==> src/hw/rtl/gtg_pkg.sv <==
`default_nettype none
// ----------------------------------------------------------------------------
// gtg_pkg: shared types and constants of the go-to-goal PI controller
// Fixed point formats, status codes, controller states and the command and
// status bundles that pass between the controller and the datapath.
// ----------------------------------------------------------------------------
package gtg_pkg;

  // Number formats
  localparam int FRAC_BITS  = 12;
  localparam int MOVE_TICKS = 100;
  localparam int TICK_RATE  = 20;

  localparam int POS_W   = 16;
  localparam int HEAD_W  = 16;
  localparam int SPD_W   = 20;
  localparam int TURN_W  = 16;
  localparam int STAT_W  = 2;
  localparam int GAIN_W  = 16;
  localparam int SUM_W   = 32;
  localparam int TICK_W  = 7;
  localparam int DIFF_W  = POS_W + 1;
  localparam int SQ_W    = 2 * DIFF_W;
  localparam int DIST_W  = DIFF_W;
  localparam int NUM_W   = 22;
  localparam int CRD_W   = 28;
  localparam int CANG_W  = 21;
  localparam int ANG_W   = 18;
  localparam int MA_W    = 17;
  localparam int MB_W    = 33;
  localparam int PROD_W  = MA_W + MB_W;
  localparam int TERM_W  = PROD_W - FRAC_BITS;
  localparam int ACC_W   = TERM_W + 2;
  localparam int ERR_W   = SPD_W + 1;
  localparam int CRD_STEPS  = 16;
  localparam int CRD_SCALE  = 8;
  localparam int CRD_FRAC   = 16;
  localparam int ANG_SH     = CRD_FRAC - FRAC_BITS;
  localparam int SQRT_STEPS = SQ_W / 2;
  localparam int CNT_W      = 5;

  localparam logic signed [ANG_W-1:0]  PI_Q     = 18'sd12868;
  localparam logic signed [ANG_W-1:0]  TWO_PI_Q = 18'sd25736;
  localparam logic signed [CANG_W-1:0] PI_Q16   = 21'sd205887;
  localparam logic [DIST_W-1:0]        ARRIVE_Q = 17'd410;
  localparam logic signed [ACC_W-1:0]  SPD_MAX  = ACC_W'(524287);
  localparam logic signed [ACC_W-1:0]  SPD_MIN  = -ACC_W'(524288);
  localparam logic signed [SUM_W:0]    SUM_MAX  = 33'sh0_7FFF_FFFF;
  localparam logic signed [SUM_W:0]    SUM_MIN  = -33'sh0_8000_0000;
  localparam logic [GAIN_W-1:0]        GAIN_RST = 16'd819;

  // Configuration register indexes
  localparam logic CFG_PROP_GAIN = 1'b0;
  localparam logic CFG_INT_GAIN  = 1'b1;

  typedef enum logic [STAT_W-1:0] {
    ST_MOVING, ST_ARRIVED, ST_ABORTED, ST_IDLE
  } status_e;

  typedef enum logic [1:0] {
    MUL_SQX, MUL_SQY, MUL_PROP, MUL_INT
  } mul_sel_e;

  typedef enum logic [3:0] {
    S_IDLE, S_DEC, S_SQY, S_ADD, S_ROOT, S_CHK, S_DIV,
    S_MULP, S_MULI, S_UPD, S_OUT
  } state_e;

  typedef struct packed {
    logic     capture;
    logic     load_goal;
    logic     start_crd;
    logic     hold_sq;
    logic     start_sqrt;
    logic     start_div;
    mul_sel_e mul_sel;
    logic     upd_sum;
    logic     hold_p;
    logic     upd_move;
    logic     clr_active;
    logic     set_res;
    logic     res_move;
    status_e  res_status;
    logic     emit;
  } cmd_t;

  typedef struct packed {
    logic op_start;
    logic active;
    logic root_busy;
    logic arrived;
    logic stop;
    logic div_busy;
    logic out_free;
  } sts_t;

  // atan(2^-i) in Q.16, rounded
  function automatic logic signed [CANG_W-1:0] atan_q16(input logic [3:0] i);
    logic signed [CANG_W-1:0] v;
    case (i)
      4'd0:    v = 21'sd51472;
      4'd1:    v = 21'sd30385;
      4'd2:    v = 21'sd16055;
      4'd3:    v = 21'sd8150;
      4'd4:    v = 21'sd4091;
      4'd5:    v = 21'sd2047;
      4'd6:    v = 21'sd1024;
      4'd7:    v = 21'sd512;
      4'd8:    v = 21'sd256;
      4'd9:    v = 21'sd128;
      4'd10:   v = 21'sd64;
      4'd11:   v = 21'sd32;
      4'd12:   v = 21'sd16;
      4'd13:   v = 21'sd8;
      4'd14:   v = 21'sd4;
      4'd15:   v = 21'sd2;
      default: v = 21'sd0;
    endcase
    return v;
  endfunction

endpackage
`default_nettype wire

==> src/hw/rtl/gtg_ctrl.sv <==
`default_nettype none
// ----------------------------------------------------------------------------
// gtg_ctrl: sequencing state machine
// Accepts one request at a time and steps the datapath through distance,
// bearing, division, PI update and result hand-off.
// ----------------------------------------------------------------------------
module gtg_ctrl
  import gtg_pkg::*;
(
  input  wire logic clk_i,
  input  wire logic rst_ni,
  input  wire logic in_valid_i,
  output logic      in_ready_o,
  input  wire sts_t sts_i,
  output cmd_t      cmd_o
);

  state_e state_q, state_d;

  // State register
  always_ff @(posedge clk_i or negedge rst_ni) begin
    if (!rst_ni) begin
      state_q <= S_IDLE;
    end else begin
      state_q <= state_d;
    end
  end

  // Next state and commands
  always_comb begin
    state_d    = state_q;
    cmd_o      = '0;
    cmd_o.mul_sel    = MUL_SQX;
    cmd_o.res_status = ST_MOVING;
    in_ready_o = 1'b0;
    case (state_q)
      S_IDLE: begin
        in_ready_o = 1'b1;
        if (in_valid_i) begin
          cmd_o.capture = 1'b1;
          state_d = S_DEC;
        end
      end
      S_DEC: begin
        if (sts_i.op_start) begin
          cmd_o.load_goal  = 1'b1;
          cmd_o.set_res    = 1'b1;
          cmd_o.res_status = ST_MOVING;
          state_d = S_OUT;
        end else if (!sts_i.active) begin
          cmd_o.set_res    = 1'b1;
          cmd_o.res_status = ST_IDLE;
          state_d = S_OUT;
        end else begin
          cmd_o.mul_sel   = MUL_SQX;
          cmd_o.start_crd = 1'b1;
          state_d = S_SQY;
        end
      end
      S_SQY: begin
        cmd_o.mul_sel = MUL_SQY;
        cmd_o.hold_sq = 1'b1;
        state_d = S_ADD;
      end
      S_ADD: begin
        cmd_o.start_sqrt = 1'b1;
        state_d = S_ROOT;
      end
      S_ROOT: begin
        if (!sts_i.root_busy) begin
          state_d = S_CHK;
        end
      end
      S_CHK: begin
        // Arrival wins over a stop request
        if (sts_i.arrived) begin
          cmd_o.clr_active = 1'b1;
          cmd_o.set_res    = 1'b1;
          cmd_o.res_status = ST_ARRIVED;
          state_d = S_OUT;
        end else if (sts_i.stop) begin
          cmd_o.clr_active = 1'b1;
          cmd_o.set_res    = 1'b1;
          cmd_o.res_status = ST_ABORTED;
          state_d = S_OUT;
        end else begin
          cmd_o.start_div = 1'b1;
          state_d = S_DIV;
        end
      end
      S_DIV: begin
        if (!sts_i.div_busy) begin
          state_d = S_MULP;
        end
      end
      S_MULP: begin
        cmd_o.mul_sel = MUL_PROP;
        cmd_o.upd_sum = 1'b1;
        state_d = S_MULI;
      end
      S_MULI: begin
        cmd_o.mul_sel = MUL_INT;
        cmd_o.hold_p  = 1'b1;
        state_d = S_UPD;
      end
      S_UPD: begin
        cmd_o.upd_move   = 1'b1;
        cmd_o.set_res    = 1'b1;
        cmd_o.res_move   = 1'b1;
        cmd_o.res_status = ST_MOVING;
        state_d = S_OUT;
      end
      S_OUT: begin
        if (sts_i.out_free) begin
          cmd_o.emit = 1'b1;
          state_d = S_IDLE;
        end
      end
      default: begin
        state_d = S_IDLE;
      end
    endcase
  end

  // Decisions are taken only once both iterative units have settled
  assert property (@(posedge clk_i) disable iff (!rst_ni)
    (state_q == S_CHK) |-> !sts_i.root_busy)
    else $error("decision taken while root or bearing unit busy");

endmodule
`default_nettype wire

==> src/hw/rtl/gtg_dp.sv <==
`default_nettype none
// ----------------------------------------------------------------------------
// gtg_dp: controller datapath
// Holds the move state and gains, and contains the shared multiplier, the
// bit-pair square root, the restoring divider, the bearing CORDIC and the
// output register.
// ----------------------------------------------------------------------------
module gtg_dp
  import gtg_pkg::*;
(
  input  wire logic                     clk_i,
  input  wire logic                     rst_ni,
  input  wire cmd_t                     cmd_i,
  output sts_t                          sts_o,
  input  wire logic                     cfg_we_i,
  input  wire logic                     cfg_idx_i,
  input  wire logic [GAIN_W-1:0]        cfg_data_i,
  input  wire logic                     op_i,
  input  wire logic [POS_W-1:0]         goal_x_i,
  input  wire logic [POS_W-1:0]         goal_y_i,
  input  wire logic [POS_W-1:0]         pos_x_i,
  input  wire logic [POS_W-1:0]         pos_y_i,
  input  wire logic signed [HEAD_W-1:0] heading_i,
  input  wire logic                     stop_request_i,
  output logic                          out_valid_o,
  input  wire logic                     out_ready_i,
  output logic signed [SPD_W-1:0]       linear_speed_o,
  output logic signed [TURN_W-1:0]      turn_rate_o,
  output logic [STAT_W-1:0]             move_status_o
);

  // Gains
  logic [GAIN_W-1:0] prop_gain_q, int_gain_q;

  always_ff @(posedge clk_i or negedge rst_ni) begin
    if (!rst_ni) begin
      prop_gain_q <= GAIN_RST;
      int_gain_q  <= GAIN_RST;
    end else if (cfg_we_i) begin
      case (cfg_idx_i)
        CFG_PROP_GAIN: prop_gain_q <= cfg_data_i;
        CFG_INT_GAIN:  int_gain_q  <= cfg_data_i;
        default:       prop_gain_q <= prop_gain_q;
      endcase
    end
  end

  // Captured request
  logic                     op_q, stop_q;
  logic [POS_W-1:0]         goal_x_q, goal_y_q, pos_x_q, pos_y_q;
  logic signed [HEAD_W-1:0] head_q;

  always_ff @(posedge clk_i) begin
    if (cmd_i.capture) begin
      op_q     <= op_i;
      stop_q   <= stop_request_i;
      goal_x_q <= goal_x_i;
      goal_y_q <= goal_y_i;
      pos_x_q  <= pos_x_i;
      pos_y_q  <= pos_y_i;
      head_q   <= heading_i;
    end
  end

  // Move state
  logic                    active_q;
  logic [POS_W-1:0]        tgt_x_q, tgt_y_q;
  logic signed [SPD_W-1:0] speed_q;
  logic signed [SUM_W-1:0] sum_q;
  logic [TICK_W-1:0]       ticks_q;

  logic signed [DIFF_W-1:0] dx, dy;
  assign dx = $signed({1'b0, tgt_x_q}) - $signed({1'b0, pos_x_q});
  assign dy = $signed({1'b0, tgt_y_q}) - $signed({1'b0, pos_y_q});

  // Shared multiplier, one product per cycle
  logic signed [MA_W-1:0]   mul_a;
  logic signed [MB_W-1:0]   mul_b;
  logic signed [PROD_W-1:0] prod_q;
  logic signed [ERR_W-1:0]  err;
  logic signed [SUM_W-1:0]  sum_next;

  always_comb begin
    case (cmd_i.mul_sel)
      MUL_SQX: begin
        mul_a = dx;
        mul_b = {{(MB_W-DIFF_W){dx[DIFF_W-1]}}, dx};
      end
      MUL_SQY: begin
        mul_a = dy;
        mul_b = {{(MB_W-DIFF_W){dy[DIFF_W-1]}}, dy};
      end
      MUL_PROP: begin
        mul_a = $signed({1'b0, prop_gain_q});
        mul_b = {{(MB_W-ERR_W){err[ERR_W-1]}}, err};
      end
      MUL_INT: begin
        mul_a = $signed({1'b0, int_gain_q});
        mul_b = {sum_q[SUM_W-1], sum_q};
      end
      default: begin
        mul_a = '0;
        mul_b = '0;
      end
    endcase
  end

  always_ff @(posedge clk_i) begin
    prod_q <= mul_a * mul_b;
  end

  // Squared distance
  logic [SQ_W-1:0] sq_q, sq_sum;

  always_ff @(posedge clk_i) begin
    if (cmd_i.hold_sq) begin
      sq_q <= prod_q[SQ_W-1:0];
    end
  end
  assign sq_sum = sq_q + prod_q[SQ_W-1:0];

  // Square root, two radicand bits per step
  logic [SQ_W-1:0]   rad_q;
  logic [DIST_W+1:0] srem_q;
  logic [DIST_W-1:0] root_q;
  logic [CNT_W-1:0]  scnt_q;
  logic [DIST_W+3:0] srem_sh, strial;

  assign srem_sh = {srem_q, rad_q[SQ_W-1 -: 2]};
  assign strial  = {2'b00, root_q, 2'b01};

  always_ff @(posedge clk_i or negedge rst_ni) begin
    if (!rst_ni) begin
      scnt_q <= '0;
    end else if (cmd_i.start_sqrt) begin
      scnt_q <= CNT_W'(SQRT_STEPS);
    end else if (scnt_q != '0) begin
      scnt_q <= scnt_q - 1'b1;
    end
  end

  always_ff @(posedge clk_i) begin
    if (cmd_i.start_sqrt) begin
      rad_q  <= sq_sum;
      srem_q <= '0;
      root_q <= '0;
    end else if (scnt_q != '0) begin
      rad_q <= {rad_q[SQ_W-3:0], 2'b00};
      if (srem_sh >= strial) begin
        srem_q <= (DIST_W+2)'(srem_sh - strial);
        root_q <= {root_q[DIST_W-2:0], 1'b1};
      end else begin
        srem_q <= srem_sh[DIST_W+1:0];
        root_q <= {root_q[DIST_W-2:0], 1'b0};
      end
    end
  end

  // Bearing CORDIC, one rotation per step
  logic signed [CRD_W-1:0]  cx_q, cy_q, cx0, cy0, csx, csy;
  logic signed [CANG_W-1:0] cang_q;
  logic [3:0]               ci_q;
  logic                     cbusy_q;

  assign cx0 = CRD_W'(dx) <<< CRD_SCALE;
  assign cy0 = CRD_W'(dy) <<< CRD_SCALE;
  assign csx = cx_q >>> ci_q;
  assign csy = cy_q >>> ci_q;

  always_ff @(posedge clk_i or negedge rst_ni) begin
    if (!rst_ni) begin
      cbusy_q <= 1'b0;
      ci_q    <= '0;
    end else if (cmd_i.start_crd) begin
      cbusy_q <= 1'b1;
      ci_q    <= '0;
    end else if (cbusy_q) begin
      ci_q <= ci_q + 1'b1;
      if (ci_q == 4'(CRD_STEPS - 1)) begin
        cbusy_q <= 1'b0;
      end
    end
  end

  always_ff @(posedge clk_i) begin
    if (cmd_i.start_crd) begin
      // Fold the left half plane onto the right one
      if (cx0 < 0) begin
        cang_q <= (cy0 >= 0) ? PI_Q16 : -PI_Q16;
        cx_q   <= -cx0;
        cy_q   <= -cy0;
      end else begin
        cang_q <= '0;
        cx_q   <= cx0;
        cy_q   <= cy0;
      end
    end else if (cbusy_q) begin
      if (cy_q > 0) begin
        cx_q   <= cx_q + csy;
        cy_q   <= cy_q - csx;
        cang_q <= cang_q + atan_q16(ci_q);
      end else begin
        cx_q   <= cx_q - csy;
        cy_q   <= cy_q + csx;
        cang_q <= cang_q - atan_q16(ci_q);
      end
    end
  end

  // Speed target divider: dist * rate / remaining ticks
  logic [NUM_W-1:0]  dnum_q;
  logic [TICK_W-1:0] dden_q, drem_q, rem_ticks;
  logic [CNT_W-1:0]  dcnt_q;
  logic [TICK_W:0]   dtrial;

  assign rem_ticks = (ticks_q >= TICK_W'(MOVE_TICKS)) ? TICK_W'(1)
                   : TICK_W'(MOVE_TICKS) - ticks_q;
  assign dtrial = {drem_q, dnum_q[NUM_W-1]};

  always_ff @(posedge clk_i or negedge rst_ni) begin
    if (!rst_ni) begin
      dcnt_q <= '0;
    end else if (cmd_i.start_div) begin
      dcnt_q <= CNT_W'(NUM_W);
    end else if (dcnt_q != '0) begin
      dcnt_q <= dcnt_q - 1'b1;
    end
  end

  always_ff @(posedge clk_i) begin
    if (cmd_i.start_div) begin
      dnum_q <= NUM_W'(root_q) * NUM_W'(TICK_RATE);
      dden_q <= rem_ticks;
      drem_q <= '0;
    end else if (dcnt_q != '0) begin
      if (dtrial >= {1'b0, dden_q}) begin
        drem_q <= TICK_W'(dtrial - {1'b0, dden_q});
        dnum_q <= {dnum_q[NUM_W-2:0], 1'b1};
      end else begin
        drem_q <= dtrial[TICK_W-1:0];
        dnum_q <= {dnum_q[NUM_W-2:0], 1'b0};
      end
    end
  end

  // PI update
  logic [SPD_W-2:0]        target;
  logic signed [SUM_W:0]   sum_w;
  logic signed [TERM_W-1:0] pterm_q;
  logic signed [ACC_W-1:0] spd_w;
  logic signed [SPD_W-1:0] spd_sat;

  assign target = (dnum_q > NUM_W'(SPD_MAX)) ? SPD_MAX[SPD_W-2:0]
                : dnum_q[SPD_W-2:0];
  assign err    = $signed({2'b00, target}) - ERR_W'(speed_q);
  assign sum_w  = (SUM_W+1)'(sum_q) + (SUM_W+1)'(err);
  assign sum_next = (sum_w > SUM_MAX) ? SUM_MAX[SUM_W-1:0]
                  : (sum_w < SUM_MIN) ? SUM_MIN[SUM_W-1:0] : sum_w[SUM_W-1:0];

  always_ff @(posedge clk_i) begin
    if (cmd_i.hold_p) begin
      pterm_q <= prod_q[PROD_W-1:FRAC_BITS];
    end
  end

  assign spd_w = ACC_W'(speed_q) + ACC_W'(pterm_q)
               + ACC_W'($signed(prod_q[PROD_W-1:FRAC_BITS]));
  assign spd_sat = (spd_w > SPD_MAX) ? SPD_MAX[SPD_W-1:0]
                 : (spd_w < SPD_MIN) ? SPD_MIN[SPD_W-1:0] : spd_w[SPD_W-1:0];

  // Turn rate from bearing and heading
  logic signed [CANG_W-1:0] cang_r;
  logic signed [ANG_W-1:0]  brg, hw, hd, dw, turn2;
  logic signed [TURN_W-1:0] turn_sat;

  assign cang_r = (cang_q + CANG_W'(1 << (ANG_SH - 1))) >>> ANG_SH;
  assign brg = (cang_r > CANG_W'(PI_Q)) ? PI_Q
             : (cang_r < -CANG_W'(PI_Q)) ? -PI_Q : cang_r[ANG_W-1:0];
  assign hd  = ANG_W'(head_q);
  assign hw  = (hd > PI_Q) ? hd - TWO_PI_Q : (hd < -PI_Q) ? hd + TWO_PI_Q : hd;
  always_comb begin
    dw = brg - hw;
    if (dw > PI_Q) begin
      dw = dw - TWO_PI_Q;
    end else if (dw < -PI_Q) begin
      dw = dw + TWO_PI_Q;
    end
  end
  assign turn2 = dw <<< 1;
  assign turn_sat = (turn2 > ANG_W'(32767)) ? TURN_W'(32767)
                  : (turn2 < -ANG_W'(32768)) ? TURN_W'(-32768)
                  : turn2[TURN_W-1:0];

  // Move state updates
  always_ff @(posedge clk_i or negedge rst_ni) begin
    if (!rst_ni) begin
      active_q <= 1'b0;
      tgt_x_q  <= '0;
      tgt_y_q  <= '0;
      speed_q  <= '0;
      sum_q    <= '0;
      ticks_q  <= '0;
    end else begin
      if (cmd_i.load_goal) begin
        active_q <= 1'b1;
        tgt_x_q  <= goal_x_q;
        tgt_y_q  <= goal_y_q;
        speed_q  <= '0;
        sum_q    <= '0;
        ticks_q  <= '0;
      end
      if (cmd_i.clr_active) begin
        active_q <= 1'b0;
      end
      if (cmd_i.upd_sum) begin
        sum_q <= sum_next;
      end
      if (cmd_i.upd_move) begin
        speed_q <= spd_sat;
        if (ticks_q != '1) begin
          ticks_q <= ticks_q + 1'b1;
        end
      end
    end
  end

  // Result staging and output register
  logic signed [SPD_W-1:0]  res_spd_q;
  logic signed [TURN_W-1:0] res_turn_q;
  status_e                  res_stat_q;
  logic                     out_valid_q;

  always_ff @(posedge clk_i) begin
    if (cmd_i.set_res) begin
      res_spd_q  <= cmd_i.res_move ? spd_sat : '0;
      res_turn_q <= cmd_i.res_move ? turn_sat : '0;
      res_stat_q <= cmd_i.res_status;
    end
    if (cmd_i.emit) begin
      linear_speed_o <= res_spd_q;
      turn_rate_o    <= res_turn_q;
      move_status_o  <= res_stat_q;
    end
  end

  always_ff @(posedge clk_i or negedge rst_ni) begin
    if (!rst_ni) begin
      out_valid_q <= 1'b0;
    end else if (cmd_i.emit) begin
      out_valid_q <= 1'b1;
    end else if (out_ready_i) begin
      out_valid_q <= 1'b0;
    end
  end
  assign out_valid_o = out_valid_q;

  // Status to the controller
  assign sts_o.op_start  = op_q;
  assign sts_o.active    = active_q;
  assign sts_o.root_busy = (scnt_q != '0) || cbusy_q;
  assign sts_o.arrived   = (root_q <= ARRIVE_Q);
  assign sts_o.stop      = stop_q;
  assign sts_o.div_busy  = (dcnt_q != '0);
  assign sts_o.out_free  = !out_valid_q || out_ready_i;

  assert property (@(posedge clk_i) disable iff (!rst_ni)
    (scnt_q != '0) |-> !cmd_i.start_sqrt)
    else $error("square root restarted while busy");

  assert property (@(posedge clk_i) disable iff (!rst_ni)
    (dcnt_q != '0) |-> !cmd_i.start_div)
    else $error("divider restarted while busy");

  assert property (@(posedge clk_i) disable iff (!rst_ni)
    cmd_i.emit |-> (!out_valid_q || out_ready_i))
    else $error("result overwrites one not yet taken");

endmodule
`default_nettype wire

==> src/hw/rtl/go_to_goal_pi_controller_top.sv <==
// A start request or a tick without an active move passes from decode straight
// to the output state; an arrival or abort tick first waits for the 17-step
// square root, and a moving tick adds the 22-step target speed divider after
// the root.
// One request at a time: the next is taken only once the last result is emitted.
// Reset (asynchronous, active low) clears the move, gains go to 819.
`default_nettype none
// ----------------------------------------------------------------------------
// go_to_goal_pi_controller_top: go-to-goal PI speed and heading controller
// Stream in pose or start requests, stream out speed, turn rate and status.
// ----------------------------------------------------------------------------
module go_to_goal_pi_controller_top
  import gtg_pkg::*;
(
  input  wire logic              clk_i,
  input  wire logic              rst_ni,
  input  wire logic              cfg_we_i,
  input  wire logic              cfg_idx_i,
  input  wire logic [GAIN_W-1:0] cfg_data_i,
  input  wire logic              s_axis_tvalid,
  output logic                   s_axis_tready,
  // goal_x, goal_y, pos_x, pos_y, heading, stop_request, zero fill
  input  wire logic [87:0]       s_axis_tdata,
  // op
  input  wire logic              s_axis_tuser,
  output logic                   m_axis_tvalid,
  input  wire logic              m_axis_tready,
  // linear_speed, turn_rate, move_status, zero fill
  output logic [39:0]            m_axis_tdata
);

  cmd_t cmd;
  sts_t sts;
  logic signed [SPD_W-1:0]  speed;
  logic signed [TURN_W-1:0] turn;
  logic [STAT_W-1:0]        status;

  gtg_ctrl u_ctrl (
    .clk_i      (clk_i),
    .rst_ni     (rst_ni),
    .in_valid_i (s_axis_tvalid),
    .in_ready_o (s_axis_tready),
    .sts_i      (sts),
    .cmd_o      (cmd)
  );

  gtg_dp u_dp (
    .clk_i          (clk_i),
    .rst_ni         (rst_ni),
    .cmd_i          (cmd),
    .sts_o          (sts),
    .cfg_we_i       (cfg_we_i),
    .cfg_idx_i      (cfg_idx_i),
    .cfg_data_i     (cfg_data_i),
    .op_i           (s_axis_tuser),
    .goal_x_i       (s_axis_tdata[15:0]),
    .goal_y_i       (s_axis_tdata[31:16]),
    .pos_x_i        (s_axis_tdata[47:32]),
    .pos_y_i        (s_axis_tdata[63:48]),
    .heading_i      ($signed(s_axis_tdata[79:64])),
    .stop_request_i (s_axis_tdata[80]),
    .out_valid_o    (m_axis_tvalid),
    .out_ready_i    (m_axis_tready),
    .linear_speed_o (speed),
    .turn_rate_o    (turn),
    .move_status_o  (status)
  );

  // Pack the result
  assign m_axis_tdata = {2'b00, status, turn, speed};

endmodule
`default_nettype wire

==> config.mk <==
export PLATFORM = sky130hd
export DESIGN_NAME = go_to_goal_pi_controller_top
export DESIGN_NICKNAME = d
export VERILOG_FILES = /design/src/hw/rtl/gtg_pkg.sv /design/src/hw/rtl/gtg_ctrl.sv /design/src/hw/rtl/gtg_dp.sv /design/src/hw/rtl/go_to_goal_pi_controller_top.sv
export SDC_FILE = /design/constraint.sdc
export NUM_CORES = 2
export LEC_CHECK = 0
export ABC_AREA = 1
export BUFFER_PORTS_ARGS = -buffer_cell sky130_fd_sc_hd__buf_2
export CAP_MARGIN = 15
export CORE_AREA = 2 2 346 348
export CTS_CLUSTER_DIAMETER = 60
export DETAILED_ROUTE_END_ITERATION = 8
export DIE_AREA = 0 0 348 350
export PLACE_DENSITY = 0.76
export SYNTH_ARGS = -nofsm -noshare
export SYNTH_HDL_FRONTEND = slang
export SYNTH_SLANG_ARGS = --single-unit
==> constraint.sdc <==
create_clock -name clk_i -period 13.7 [get_ports clk_i]
set_input_delay 0.685 -clock clk_i [delete_from_list [all_inputs] [get_ports clk_i]]
set_output_delay 0.685 -clock clk_i [all_outputs]
set_load 0.05 [all_outputs]
==> reports/metrics.cfg <==
[timing]
fin_setup_tns_ns = 0
hold_viol = 0
fin_skew_ns = 0.0614
grt_setup_unrepaired = false
period_share = 0.742
layout_setup_ws_ns = 3.53
worst_pin_slew_ns = 1.15
timing.slew.headroom = 0.230
setup_viol = 0
slew_viol_final = 0
period_minus_slack_ns = 10.17
clock.fmax_ghz = 0.0984

[finish]
fin_nets = 9537
drive_above_1_share = 0.0633
syn_to_final_growth_pct = 7.72
fin_cells = 10000
nFillCells = 10600

[yosys]
synth_compound_area_frac = 0.114
syn_area_um2 = 64400
synth_edf_count = 368
synthMuxAreaShare = 0.00264
synth_top_family_by_area = adder cells
ys_types = 77
synthTopCellsByCount = nand2_1 (1,993), inv_1 (1,331), nor2_1 (751)
synth_xor_area_frac = 0.0390
yosys.area_share.adder = 0.265
ys_async_sr_fraction = 0.237
ys_warn_count = 0
syn_avg_cell_area_um2 = 7.75
ys.flop_type = edfxtp_1
synthTopCellsByArea = fa_1 (18%), edfxtp_1 (17%), nand2_1 (12%), ha_1 (8.6%), inv_1 (7.8%)
synthSimpleGateAreaFrac = 0.226
synth_top_cell_by_area = fa_1
postSynthCellCount = 8310
synthMostInstantiatedCell = nand2_1
ys_seq_area_frac = 0.257
ys_ff_latch = 607
yosysTopAreaCellShare = 0.179

[setup_path]
cp-start-kind = flip-flop
cpMaxStageDelayCell = fa_1
worst-endpoint-required_ns = 14.27
cp_common_cell = inv_1
cp_max_fo = 16
crit_arrival_ns = 10.74
cp-end-kind = flip-flop
cpPeakStageDelay_ns = 0.75
critPathKind = reg2reg

[detailed_routing]
wl_per_cell_um = 18.8
drt_drc_violations_left = 0
met3_length_um = 16000
initialDrtViolationCount = 5229
totalWireLength_um = 189000
post_drt_via_cell_ratio = 5.72
highest_layer = met4
wl_met2_um = 85300
dr.pass1.iters = 6
drt.antenna.violating_nets = 0
vias = 57300
wl_met1_um = 78800

[place]
dp.cells = 9856
dp_hpwl_um = 150000
port_buffers = 143
routabilityCongestion = 1.00
dp_slack_ns = 3.39

[global_routing]
grt_pass1_vias = 56700
grt_usage = 0.312
antenna_found_initial = 4
grt_max_degree = 79
grt-ovfl-total = 0
grt_pass1_wl_um = 301000

[run_status]
status = finished clean

[die]
rows = 126
core_um2 = 118000
die_area_um2 = 122000
initial_core_util = 0.547
ios = 153
die_w_um = 348
die_h_um = 350

[clock_tree]
clk_latency_ns = 0.70
cts-buffers-inserted = 79
cts_tree = built
ctsResizeCount = 0
clock_path_buffers = 3
h-tree-depth = 3
cts-root-buf = clkbuf_16
path_clk_slew_ns = 0.05
cts.sinks = 607

[worst_hold_path]
hold_class = in2reg

[flow_run]
maxCapViolations = 0

stage by stage:
stage	hold slack (ns)	instance area, um2	utilization
final	0.167	69400	0.589
after global routing	0.149	69400	0.589
after CTS	0.126	69300	0.589
after detailed placement	0.405	66600	0.566
after global placement	0.403	66600	0.566
after floorplan	0.389	64500	-
critical path: cells and delay by family (launching register included):
family,cells,cell delay (ns)
adder cells (fa/ha/maj),9,4.48
AND/OR/NAND/NOR,14,2.90
buffers and inverters,12,1.56
AO/OA/AOI/OAI,2,0.59
flip-flops,1,0.35
XOR/XNOR,1,0.16
cell families after synthesis:
family / Yosys count
and+or+nand+nor: 3504
other: 2
muxes: 17
AOI/OAI and AO/OA: 1302
xor gates and xnor gates: 284
buffers and inverters: 1573
adders and majority gates: 1021
DFF: 607
flip-flops by register name, indices dropped and copies added (netlist names), 17 cells and up:
signal / cells
u_dp.dnum_q: 22
u_dp.rad_q: 34
u_dp.prod_q: 50
u_dp.linear_speed_o: 20
u_dp.srem_q: 19
u_dp.sq_q: 34
u_dp.sum_q: 32
u_dp.res_spd_q: 20
u_dp.pterm_q: 38
u_dp.root_q: 17
u_dp.cy_q: 28
u_dp.cang_q: 21
u_dp.speed_q: 20
u_dp.cx_q: 28
layer usage:
layer	global-route usage	vias up
li1	-	27000
met1	0.415	27300
met2	0.507	2519
met3	0.0488	521
met4	0.130	0
met5	0	-
cell type report:
type / count / area [um2] / share of cell area
Clock buffer: 99 / 2160 / 0.0311
Multi-Input combinational cell: 6145 / 41900 / 0.603
Timing Repair Buffer: 198 / 1180 / 0.0171
Sequential cell: 607 / 16600 / 0.239
Inverter: 1374 / 5160 / 0.0743
Antenna cell: 1 / 2.50 / 0.0000361
Clock inverter: 49 / 537 / 0.00773
Tap cell: 1536 / 1920 / 0.0277
cell usage in the layout, fill, tap and decap left out, types with 29 or more instances in the layout:
cell type  netlist  layout
clkbuf_16        0      82
dfxtp_1         95      95
fa_1           576     576
inv_1         1331    1330
nand4_1         86      86
o21a_1          30      30
nand2_2         52      53
a31oi_1         37      37
o21ai_1         80      81
nor2_1         751     744
nand2_1       1993    1991
a21oi_1        454     453
o22ai_1         41      39
inv_2           30      32
xor2_1         208     208
edfxtp_1       368     368
dfrtp_1        132     131
buf_2           56     142
o21ai_0        451     450
buf_4           13      50
o211ai_1        29      29
nor3_1          87      85
nand3_1        395     395
xnor2_1         74      74
ha_1           445     445
or2_2           44      44
worst paths after layout:
check,startpoint,to,slack (ns),cells past startpoint
worst max register to register,u_dp.tgt_y_q[0],u_dp.prod_q[47],3.53,38
worst min register to register,u_dp.res_spd_q[16],u_dp.linear_speed_o[16],0.42,0
worst min-delay path,s_axis_tdata[48],u_dp.pos_y_q[0],0.17,1
max in group asynchronous,rst_ni,u_dp.speed_q[7],11.37,4
worst max-delay path,u_dp.tgt_y_q[0],u_dp.prod_q[47],3.53,38
min in group asynchronous,rst_ni,u_dp.tgt_y_q[0],0.52,2
repair_timing:
action | CTS | global route
hold endpoints to repair | 43 | 0
setup buffers | 0 | 0
hold buffers | 1 | 0
Power is not shown: default switching activity piles up to over one toggle a cycle in this logic, so the estimate is an artifact.
